<file path="src/hdl/cpsc_pkg.sv">
`timescale 1ns / 1ps
// Shared types, codes and field layout for the CPU power-state coordinator.
package cpsc_pkg;

    // Field widths
    localparam int CMD_W     = 4;
    localparam int AFF_W     = 40;
    localparam int CIDX_W    = 8;
    localparam int ENTRY_W   = 64;
    localparam int CTX_W     = 64;
    localparam int FN_W      = 32;
    localparam int STATUS_W  = 3;
    localparam int VALUE_W   = 31;
    localparam int MAJOR_W   = 15;
    localparam int MINOR_W   = 16;

    // Input word layout, lowest bit first
    localparam int AFF_LSB   = 0;
    localparam int CIDX_LSB  = AFF_LSB + AFF_W;
    localparam int ENTRY_LSB = CIDX_LSB + CIDX_W;
    localparam int CTX_LSB   = ENTRY_LSB + ENTRY_W;
    localparam int FN_LSB    = CTX_LSB + CTX_W;
    localparam int IN_BITS   = FN_LSB + FN_W;
    localparam int IN_DATA_W = ((IN_BITS + 7) / 8) * 8;

    // Output word layout
    localparam int STATUS_LSB = 0;
    localparam int VALUE_LSB  = STATUS_LSB + STATUS_W;
    localparam int OUT_BITS   = VALUE_LSB + VALUE_W;
    localparam int OUT_DATA_W = ((OUT_BITS + 7) / 8) * 8;

    // Configuration port
    localparam int CFG_IDX_W  = 1;
    localparam int CFG_DATA_W = 16;
    localparam logic [CFG_IDX_W-1:0] CFG_VERSION_MAJOR = 1'b0;
    localparam logic [CFG_IDX_W-1:0] CFG_VERSION_MINOR = 1'b1;
    localparam logic [MAJOR_W-1:0]   MAJOR_RESET = 15'd1;
    localparam logic [MINOR_W-1:0]   MINOR_RESET = 16'd2;

    // Commands
    localparam logic [CMD_W-1:0] CMD_REGISTER     = 4'd0;
    localparam logic [CMD_W-1:0] CMD_VERSION      = 4'd1;
    localparam logic [CMD_W-1:0] CMD_CPU_ON       = 4'd2;
    localparam logic [CMD_W-1:0] CMD_CPU_OFF      = 4'd3;
    localparam logic [CMD_W-1:0] CMD_SUSPEND      = 4'd4;
    localparam logic [CMD_W-1:0] CMD_AFFINITY     = 4'd5;
    localparam logic [CMD_W-1:0] CMD_ALL_OFF      = 4'd6;
    localparam logic [CMD_W-1:0] CMD_SYSTEM_RESET = 4'd7;
    localparam logic [CMD_W-1:0] CMD_FEATURES     = 4'd8;

    // Result status
    typedef enum logic [STATUS_W-1:0] {
        ST_SUCCESS         = 3'd0,
        ST_NOT_SUPPORTED   = 3'd1,
        ST_INVALID_PARAMS  = 3'd2,
        ST_DENIED          = 3'd3,
        ST_ALREADY_ON      = 3'd4,
        ST_PENDING         = 3'd5,
        ST_INVALID_ADDRESS = 3'd6,
        ST_TABLE_FULL      = 3'd7
    } t_status;

    // Affinity state as reported
    localparam logic [VALUE_W-1:0] PW_ON  = 31'd0;
    localparam logic [VALUE_W-1:0] PW_OFF = 31'd1;

    // SMC32 function identifiers
    localparam logic [FN_W-1:0] FN_VERSION        = 32'h8400_0000;
    localparam logic [FN_W-1:0] FN_CPU_SUSPEND    = 32'h8400_0001;
    localparam logic [FN_W-1:0] FN_CPU_OFF        = 32'h8400_0002;
    localparam logic [FN_W-1:0] FN_CPU_ON         = 32'h8400_0003;
    localparam logic [FN_W-1:0] FN_AFFINITY_INFO  = 32'h8400_0004;
    localparam logic [FN_W-1:0] FN_SHUTDOWN       = 32'h8400_0008;
    localparam logic [FN_W-1:0] FN_SYSTEM_RESET   = 32'h8400_0009;
    localparam logic [FN_W-1:0] FN_FEATURES       = 32'h8400_000A;
    localparam logic [FN_W-1:0] FN_STAT_RESIDENCY = 32'h8400_0010;
    localparam logic [FN_W-1:0] FN_STAT_COUNT     = 32'h8400_0011;
    localparam logic [FN_W-1:0] FN_SYSTEM_RESET2  = 32'h8400_0012;
    localparam logic [FN_W-1:0] FN_MEM_PROTECT    = 32'h8400_0013;

endpackage

</file>
<file path="src/hdl/cpsc_ram.sv">
`timescale 1ns / 1ps
// Generic single-write, single-read RAM with registered read data.
module cpsc_ram #(
    parameter int WIDTH  = 8,
    parameter int DEPTH  = 8,
    parameter int ADDR_W = (DEPTH > 1) ? $clog2(DEPTH) : 1
) (
    input  logic              i_clk,
    input  logic              i_wr_en,
    input  logic [ADDR_W-1:0] i_wr_addr,
    input  logic [WIDTH-1:0]  i_wr_data,
    input  logic [ADDR_W-1:0] i_rd_addr,
    output logic [WIDTH-1:0]  o_rd_data
);

    logic [WIDTH-1:0] r_mem [DEPTH];

    always_ff @(posedge i_clk) begin
        if (i_wr_en) begin
            r_mem[i_wr_addr] <= i_wr_data;
        end
        o_rd_data <= r_mem[i_rd_addr];
    end

endmodule

</file>
<file path="src/hdl/cpu_power_state_coordinator_unit.sv">
`timescale 1ns / 1ps
// CPU power-state coordinator: core table, command sequencer and result register.
//
// One command word in, one result word out. The core table holds up to MAX_CPUS
// entries; each entry's affinity ID lives in a small RAM and its on/off state in
// a flag register. register, version, cpu_off, suspend, the system-wide off and
// reset, and features go from accept straight to the done state. cpu_on and
// affinity_info search the table from entry 0 with one 40-bit comparator that
// is reused for every entry; each entry examined passes a RAM read state, then a
// compare state, and the search stops at the first match or after the last entry
// in use. s_axis_tready is high only while the sequencer is idle; a finished
// result sits in the output register until taken, and the next word is accepted
// meanwhile. In the result word, value carries major<<16|minor for version, the
// core state (0 on, 1 off) for a successful affinity_info, and zero otherwise.
// Cores only ever move between off and on here, so the pending state is never
// reported. The entry address is checked (a zero entry address fails cpu_on) and
// the context word is ignored; neither is kept, since no command reads them back.
// No clearing pass is needed after reset; table entries at or above the core
// count are never read. Configuration writes are always taken and must only be
// issued while the block is idle.
module cpu_power_state_coordinator_unit #(
    parameter int MAX_CPUS = 8
) (
    input  logic                             i_clk,
    input  logic                             i_rst_n,
    // Command channel
    input  logic                             s_axis_tvalid,
    output logic                             s_axis_tready,
    // tdata: affinity_id[39:0], core_index[47:40], entry_address[111:48],
    //        context_word[175:112], function_id[207:176]
    input  logic [cpsc_pkg::IN_DATA_W-1:0]   s_axis_tdata,
    // tuser: cmd[3:0]
    input  logic [cpsc_pkg::CMD_W-1:0]       s_axis_tuser,
    // Result channel
    output logic                             m_axis_tvalid,
    input  logic                             m_axis_tready,
    // tdata: status[2:0], value[33:3], zero pad[39:34]
    output logic [cpsc_pkg::OUT_DATA_W-1:0]  m_axis_tdata,
    // Configuration write channel
    input  logic                             i_cfg_valid,
    output logic                             o_cfg_ready,
    input  logic [cpsc_pkg::CFG_IDX_W-1:0]   i_cfg_index,
    input  logic [cpsc_pkg::CFG_DATA_W-1:0]  i_cfg_data
);

    import cpsc_pkg::*;

    localparam int IDX_W = (MAX_CPUS > 1) ? $clog2(MAX_CPUS) : 1;
    localparam int CNT_W = $clog2(MAX_CPUS + 1);

    typedef enum logic [3:0] {
        S_IDLE = 4'b0001,
        S_READ = 4'b0010,
        S_CMP  = 4'b0100,
        S_DONE = 4'b1000
    } t_state;

    // Control
    t_state               r_state, n_state;
    logic [CNT_W-1:0]     r_count;
    logic                 r_out_valid;
    logic [MAJOR_W-1:0]   r_ver_major;
    logic [MINOR_W-1:0]   r_ver_minor;

    // Payload
    logic [IDX_W-1:0]     r_idx;
    logic [AFF_W-1:0]     r_aff;
    logic                 r_is_on_cmd;
    logic                 r_entry_nz;
    logic [MAX_CPUS-1:0]  r_pwr_on;
    t_status              r_res_status;
    logic [VALUE_W-1:0]   r_res_value;
    t_status              r_out_status;
    logic [VALUE_W-1:0]   r_out_value;

    // Input fields
    logic [CMD_W-1:0]     in_cmd;
    logic [AFF_W-1:0]     in_aff;
    logic [CIDX_W-1:0]    in_cidx;
    logic [ENTRY_W-1:0]   in_entry;
    logic [FN_W-1:0]      in_fn;

    assign in_cmd   = s_axis_tuser;
    assign in_aff   = s_axis_tdata[AFF_LSB +: AFF_W];
    assign in_cidx  = s_axis_tdata[CIDX_LSB +: CIDX_W];
    assign in_entry = s_axis_tdata[ENTRY_LSB +: ENTRY_W];
    assign in_fn    = s_axis_tdata[FN_LSB +: FN_W];

    logic accept;
    assign s_axis_tready = (r_state == S_IDLE);
    assign accept        = s_axis_tvalid && s_axis_tready;
    assign o_cfg_ready   = 1'b1;

    // Affinity RAM, written on register, read by the search
    logic             ram_we;
    logic [AFF_W-1:0] ram_rd;
    logic             table_full;

    assign table_full = (r_count >= CNT_W'(MAX_CPUS));
    assign ram_we     = accept && (in_cmd == CMD_REGISTER) && !table_full;

    cpsc_ram #(
        .WIDTH (AFF_W),
        .DEPTH (MAX_CPUS)
    ) u_aff_ram (
        .i_clk     (i_clk),
        .i_wr_en   (ram_we),
        .i_wr_addr (r_count[IDX_W-1:0]),
        .i_wr_data (in_aff),
        .i_rd_addr (r_idx),
        .o_rd_data (ram_rd)
    );

    // Version gates for the optional functions
    logic ver_ge_1_1, ver_ge_1_2;
    assign ver_ge_1_1 = (r_ver_major != MAJOR_W'(1)) ? (r_ver_major > MAJOR_W'(1))
                                                       : (r_ver_minor >= MINOR_W'(1));
    assign ver_ge_1_2 = (r_ver_major != MAJOR_W'(1)) ? (r_ver_major > MAJOR_W'(1))
                                                       : (r_ver_minor >= MINOR_W'(2));

    t_status feat_status;
    always_comb begin
        case (in_fn)
            FN_VERSION, FN_CPU_SUSPEND, FN_CPU_OFF, FN_CPU_ON, FN_AFFINITY_INFO,
            FN_SHUTDOWN, FN_SYSTEM_RESET, FN_FEATURES: begin
                feat_status = ST_SUCCESS;
            end
            FN_STAT_RESIDENCY, FN_STAT_COUNT, FN_SYSTEM_RESET2: begin
                feat_status = ver_ge_1_1 ? ST_SUCCESS : ST_NOT_SUPPORTED;
            end
            FN_MEM_PROTECT: begin
                feat_status = ver_ge_1_2 ? ST_SUCCESS : ST_NOT_SUPPORTED;
            end
            default: begin
                feat_status = ST_NOT_SUPPORTED;
            end
        endcase
    end

    // Dispatch on accept: immediate result, or start a table search
    logic               idx_ok;
    logic               cidx_on;
    t_status            d_status;
    logic [VALUE_W-1:0] d_value;
    logic               d_search;

    assign idx_ok  = (in_cidx < CIDX_W'(r_count));
    assign cidx_on = r_pwr_on[in_cidx[IDX_W-1:0]];

    always_comb begin
        d_status = ST_SUCCESS;
        d_value  = '0;
        d_search = 1'b0;
        case (in_cmd)
            CMD_REGISTER: begin
                if (table_full) begin
                    d_status = ST_TABLE_FULL;
                end
            end
            CMD_VERSION: begin
                d_value = {r_ver_major, r_ver_minor};
            end
            CMD_CPU_ON, CMD_AFFINITY: begin
                if (r_count == '0) begin
                    d_status = ST_INVALID_PARAMS;
                end else begin
                    d_search = 1'b1;
                end
            end
            CMD_CPU_OFF, CMD_SUSPEND: begin
                if (!idx_ok) begin
                    d_status = ST_INVALID_PARAMS;
                end else if (!cidx_on) begin
                    d_status = ST_DENIED;
                end
            end
            CMD_ALL_OFF, CMD_SYSTEM_RESET: begin
                d_status = ST_SUCCESS;
            end
            CMD_FEATURES: begin
                d_status = feat_status;
            end
            default: begin
                d_status = ST_NOT_SUPPORTED;
            end
        endcase
    end

    // Search step: shared comparator against the entry just read
    logic match, last;
    assign match = (ram_rd == r_aff);
    assign last  = ((CNT_W'(r_idx) + CNT_W'(1)) == r_count);

    always_comb begin
        n_state = r_state;
        case (r_state)
            S_IDLE: begin
                if (accept) begin
                    n_state = d_search ? S_READ : S_DONE;
                end
            end
            S_READ: begin
                n_state = S_CMP;
            end
            S_CMP: begin
                n_state = (match || last) ? S_DONE : S_READ;
            end
            S_DONE: begin
                if (!r_out_valid || m_axis_tready) begin
                    n_state = S_IDLE;
                end
            end
            default: begin
                n_state = S_IDLE;
            end
        endcase
    end

    logic out_load;
    assign out_load = (r_state == S_DONE) && (!r_out_valid || m_axis_tready);

    // Control registers
    always_ff @(posedge i_clk) begin
        if (!i_rst_n) begin
            r_state     <= S_IDLE;
            r_count     <= '0;
            r_out_valid <= 1'b0;
            r_ver_major <= MAJOR_RESET;
            r_ver_minor <= MINOR_RESET;
        end else begin
            r_state <= n_state;
            if (ram_we) begin
                r_count <= r_count + CNT_W'(1);
            end
            if (out_load) begin
                r_out_valid <= 1'b1;
            end else if (m_axis_tready) begin
                r_out_valid <= 1'b0;
            end
            if (i_cfg_valid && o_cfg_ready) begin
                case (i_cfg_index)
                    CFG_VERSION_MAJOR: r_ver_major <= i_cfg_data[MAJOR_W-1:0];
                    CFG_VERSION_MINOR: r_ver_minor <= i_cfg_data[MINOR_W-1:0];
                    default: ;
                endcase
            end
        end
    end

    // Payload registers and core state flags
    always_ff @(posedge i_clk) begin
        if (out_load) begin
            r_out_status <= r_res_status;
            r_out_value  <= r_res_value;
        end
        case (r_state)
            S_IDLE: begin
                if (accept) begin
                    r_aff        <= in_aff;
                    r_is_on_cmd  <= (in_cmd == CMD_CPU_ON);
                    r_entry_nz   <= |in_entry;
                    r_res_status <= d_status;
                    r_res_value  <= d_value;
                    r_idx        <= '0;
                    if (ram_we) begin
                        r_pwr_on[r_count[IDX_W-1:0]] <= 1'b0;
                    end
                    if ((in_cmd == CMD_CPU_OFF) && idx_ok && cidx_on) begin
                        r_pwr_on[in_cidx[IDX_W-1:0]] <= 1'b0;
                    end
                    if ((in_cmd == CMD_ALL_OFF) || (in_cmd == CMD_SYSTEM_RESET)) begin
                        r_pwr_on <= '0;
                    end
                end
            end
            S_CMP: begin
                if (match) begin
                    if (r_is_on_cmd) begin
                        if (r_pwr_on[r_idx]) begin
                            r_res_status <= ST_ALREADY_ON;
                        end else if (!r_entry_nz) begin
                            r_res_status <= ST_INVALID_ADDRESS;
                        end else begin
                            r_res_status     <= ST_SUCCESS;
                            r_pwr_on[r_idx]  <= 1'b1;
                        end
                    end else begin
                        r_res_status <= ST_SUCCESS;
                        r_res_value  <= r_pwr_on[r_idx] ? PW_ON : PW_OFF;
                    end
                end else if (last) begin
                    r_res_status <= ST_INVALID_PARAMS;
                end else begin
                    r_idx <= r_idx + IDX_W'(1);
                end
            end
            default: ;
        endcase
    end

    assign m_axis_tvalid = r_out_valid;
    assign m_axis_tdata  = {(OUT_DATA_W - OUT_BITS)'(0), r_out_value, r_out_status};

endmodule

</file>
<file path="config.mk">
export PLATFORM = sky130hd
export DESIGN_NAME = cpu_power_state_coordinator_unit
export DESIGN_NICKNAME = d
export VERILOG_FILES = /design/src/hdl/cpsc_pkg.sv /design/src/hdl/cpsc_ram.sv /design/src/hdl/cpu_power_state_coordinator_unit.sv
export SDC_FILE = /design/constraint.sdc
export NUM_CORES = 1
export LEC_CHECK = 0
export BUFFER_PORTS_ARGS = -buffer_cell sky130_fd_sc_hd__buf_2
export CORE_ASPECT_RATIO = 0.8
export CORE_UTILIZATION = 57
export CTS_CLUSTER_SIZE = 14
export DETAILED_ROUTE_END_ITERATION = 8
export GPL_TIMING_DRIVEN = 1
export PLACE_DENSITY = 0.8
export SLEW_MARGIN = 25
export SYNTH_ARGS = -nofsm -noshare
export SYNTH_HDL_FRONTEND = slang
export SYNTH_SLANG_ARGS = --single-unit
</file>
<file path="constraint.sdc">
create_clock -name i_clk -period 7.29 [get_ports i_clk]
set_input_delay 1.458 -clock i_clk [delete_from_list [all_inputs] [get_ports i_clk]]
set_output_delay 1.458 -clock i_clk [all_outputs]
set_load 0.01 [all_outputs]
</file>
==> impl_results.md <==
- Outcome: finished clean
- Post-layout min period: 3.52 ns
- Cts repair resizes: 0
- Core area: 32900 um^2
- Ratio of cells with drive above 1 in the final layout: 0.222
- Via count of the first global-routing pass: 11700
- Leakage Power: 7.64 nW
- Startpoint of the most critical setup path: r_aff[8]
- Fraction of power consumed by sequential logic: 0.557
- Commonest non-fill, non-tap cells in the layout: edfxtp_1 (441), buf_2 (205), a22oi_1 (133), nand2_1 (90), dfxtp_1 (80)
- Number of clock buffers inserted by TritonCTS: 47
- Critical register-to-register path endpoint: r_pwr_on[6]
- Worst-case register-to-register setup slack: 3.77 ns
- Weighted congestion reported at the end of routability-driven placement: 0.899
- Highest routed layer: met4
- Antenna violations before repair: 5
- Post-synth top area share: 0.687
- Cells on worst reg2reg path: 5
- Synth warnings: 0
- Critical path required time: 7.49 ns
- Floorplan die width: 208 um
- Largest net degree at the start of global routing: 44
- Layout Skew: 0.0240 ns
- Max Freq: 284 MHz
- Number of setup buffers added after CTS: 0
- Via count: 11900
- Dominant cell type by area after synthesis: edfxtp_1
- Final period utilization: 0.483
- Class of the most critical hold timing path: register to register
- Startpoint type of the worst setup path: register
- Total global routing track utilization: 0.266
- Count of buffers from port buffering: 205
- Wire length of the first global-routing pass: 69100 um
- Clock tree root buffer cell: clkbuf_16
- Combinational Power Share: 0.053
- DRC viols: 0
- Total wire length after detailed routing: 45900 um
- Synth Cell Area: 19300 um^2
- Hold-critical path depth: 0
- Largest driver fanout on the critical path: 8
- Syn Area/Cell: 16.0 um^2
- Half-perimeter wire length after detailed placement: 25700 um
- Layout Area Growth over Synthesis: 15.7%
- Final Net Count: 1654
- Leftover overflow at the end of global routing: 0
- Detailed-route wire length per cell: 24.4 um
- Clock Latency Late Sink: 0.57 ns
- Most frequent standard cell in the layout excluding fill and tap cells: edfxtp_1
- Clock edge transition at the registers on the reported setup and hold paths: 0.06 ns
- Vias per cell: 6.30
- Sw Pwr: 1.29 mW
- Routed wl met2: 21700 um
- Total number of placement rows: 59
- Highest ir drop seen on vdd: 0.218 mV
- Number of buffers between clock root and the deepest sink: 3
- Switching share of total power: 0.213
- Number of pins exceeding their max-slew limit in the final report: 0
- Internal cell power: 4.75 mW
- Clock share of power: 0.390
- Last element of the critical path: r_pwr_on[6]
- Launch instance of the worst register-to-register path: r_aff[8]
- Post-synthesis sequential element count: 521
- Count of flip-flops with a built-in enable after synthesis: 441
- Number of standard cells after synthesis: 1202
- Final hold slack: 0.417 ns
- Crit path arrival time: 3.72 ns
- Number of hold violations in the final report: 0
- Number of H-tree levels: 2
- Iter 0 DRT Violations: 1301
- # hold bufs at CTS: 0
- Synth async-reset ratio: 0
- Critical path type: register to register
- Element type at the critical path end: register
- Most common flop cell mapped by yosys: edfxtp_1
- Max-Cap Viols: 0
- Relative max-transition margin: 0.266
- Unrepaired setup endpoints after global routing: false
- Worst-Margin Slew: 1.10 ns
- Met3 routed wirelength: 4540 um
- Leading cell types by total area after synthesis: edfxtp_1 (69%), dfxtp_1 (8.3%), a22oi_1 (5.2%)
- Height of the die: 166 um
- Setup Viol. Count Final: 0
- Top-level port count: 277
- Total negative slack for setup checks: 0 ns
- TritonCTS clock tree: built
- Sink count of the clock tree: 521
- Sequential element share of the synthesized area: 0.770
- Initial cell density of the core: 0.585
- Routed Antenna Nets: 0
- DRT Pass-1 Iters: 8
- Number of unique standard cell types used by synthesis: 67
- Die Footprint: 34600 um^2
- Power per cell area: 271 nW/um^2
- Wire length on met1: 18600 um
- Startpoint of the tightest hold check path: r_res_value[6]
[power by group through the flow]
stage	Clock [mW]	Combinational, mW	Sequential [mW]
2_1_floorplan	0	0.168	3.41
3_3_place_gp	0	0.303	3.41
3_5_place_dp	0	0.313	3.42
4_1_cts	2.37	0.318	3.36
5_1_grt	2.49	0.348	3.36
6_report	2.35	0.323	3.36
[cells by family after synthesis]
family                     synth area share
DFF                                   0.770
and+or+nand+nor                      0.0829
AOI/OAI and AO/OA                    0.0973
buffers and inverters                0.0175
xor gates and xnor gates             0.0217
muxes                               0.00617
adders and majority gates           0.00390
other                              0.000390
[metrics by stage]
step                      setup WS [ns]  utilization  instance area (um^2)  total power [mW]  instances
after floorplan                    1.77            -                 19300              3.57       1207
after global placement             3.33        0.632                 20800              3.72       1791
after detailed placement           3.29        0.632                 20800              3.73       1792
after CTS                          3.59        0.676                 22300              6.05       1876
after global routing               3.66        0.677                 22300              6.20       1879
final                              3.77        0.677                 22300              6.03       1881
[state kept, by name (all words and copies together), names as in the netlist]
signal and cells:
r_idx 3, r_out_value 31, r_pwr_on 8, r_is_on_cmd 1
r_res_value 31, r_count 4, r_entry_nz 1, m_axis_tvalid 1
r_ver_minor 16, u_aff_ram.o_rd_data 40, r_ver_major 15, u_aff_ram.r_mem 320
r_aff 40, r_state 4, r_out_status 3, r_res_status 3
[synthesized netlist by cell type, drive strengths merged, types with 5 or more instances]
cell type,count
edfxtp,441
a22oi,133
nand2,90
dfxtp,80
xor2,42
nor4,41
clkbuf,39
nand4,37
a21boi,33
and2,33
buf,27
nor2,20
nor3,18
nand3,17
o21ai,17
a22o,13
a221oi,12
inv,10
nand2b,7
a21oi,6
ha,6
o31ai,6
nor3b,5
[worst max-delay path: stages (launching register included)]
cell and delay, ns:
edfxtp_1 0.38, xor2_1 0.17, nor4_1 0.82, nand4_1 0.45, or3_1 0.66, o41ai_4 0.67
[routing by layer]
| layer | vias to the layer above | GRT usage |
|---|---|---|
| met5 | - | 0 |
| li1 | 5179 | - |
| met3 | 89 | 0.0558 |
| met1 | 5901 | 0.380 |
| met4 | 0 | 0.0896 |
| met2 | 681 | 0.413 |
[how the worst min path moves through the flow]
stage                                  to  slack (ns)
after floorplan           r_out_status[0]        0.40
after global placement    r_out_value[24]        0.40
after detailed placement  r_out_status[1]        0.40
after CTS                  r_out_value[7]        0.42
after global routing      r_out_value[30]        0.42
final                      r_out_value[6]        0.42
[cell type report]
class | instances | area [um^2]
multi-input cells | 610 | 4240
clock inverters | 15 | 134
fillers | 2108 | 10600
clock buffers | 69 | 1310
diodes | 5 | 12.5
repair buffers | 224 | 1180
flip-flops and latches | 521 | 14800
well taps | 427 | 534
inverters | 10 | 37.5
Note: power is estimated with default switching activity, not from simulation.
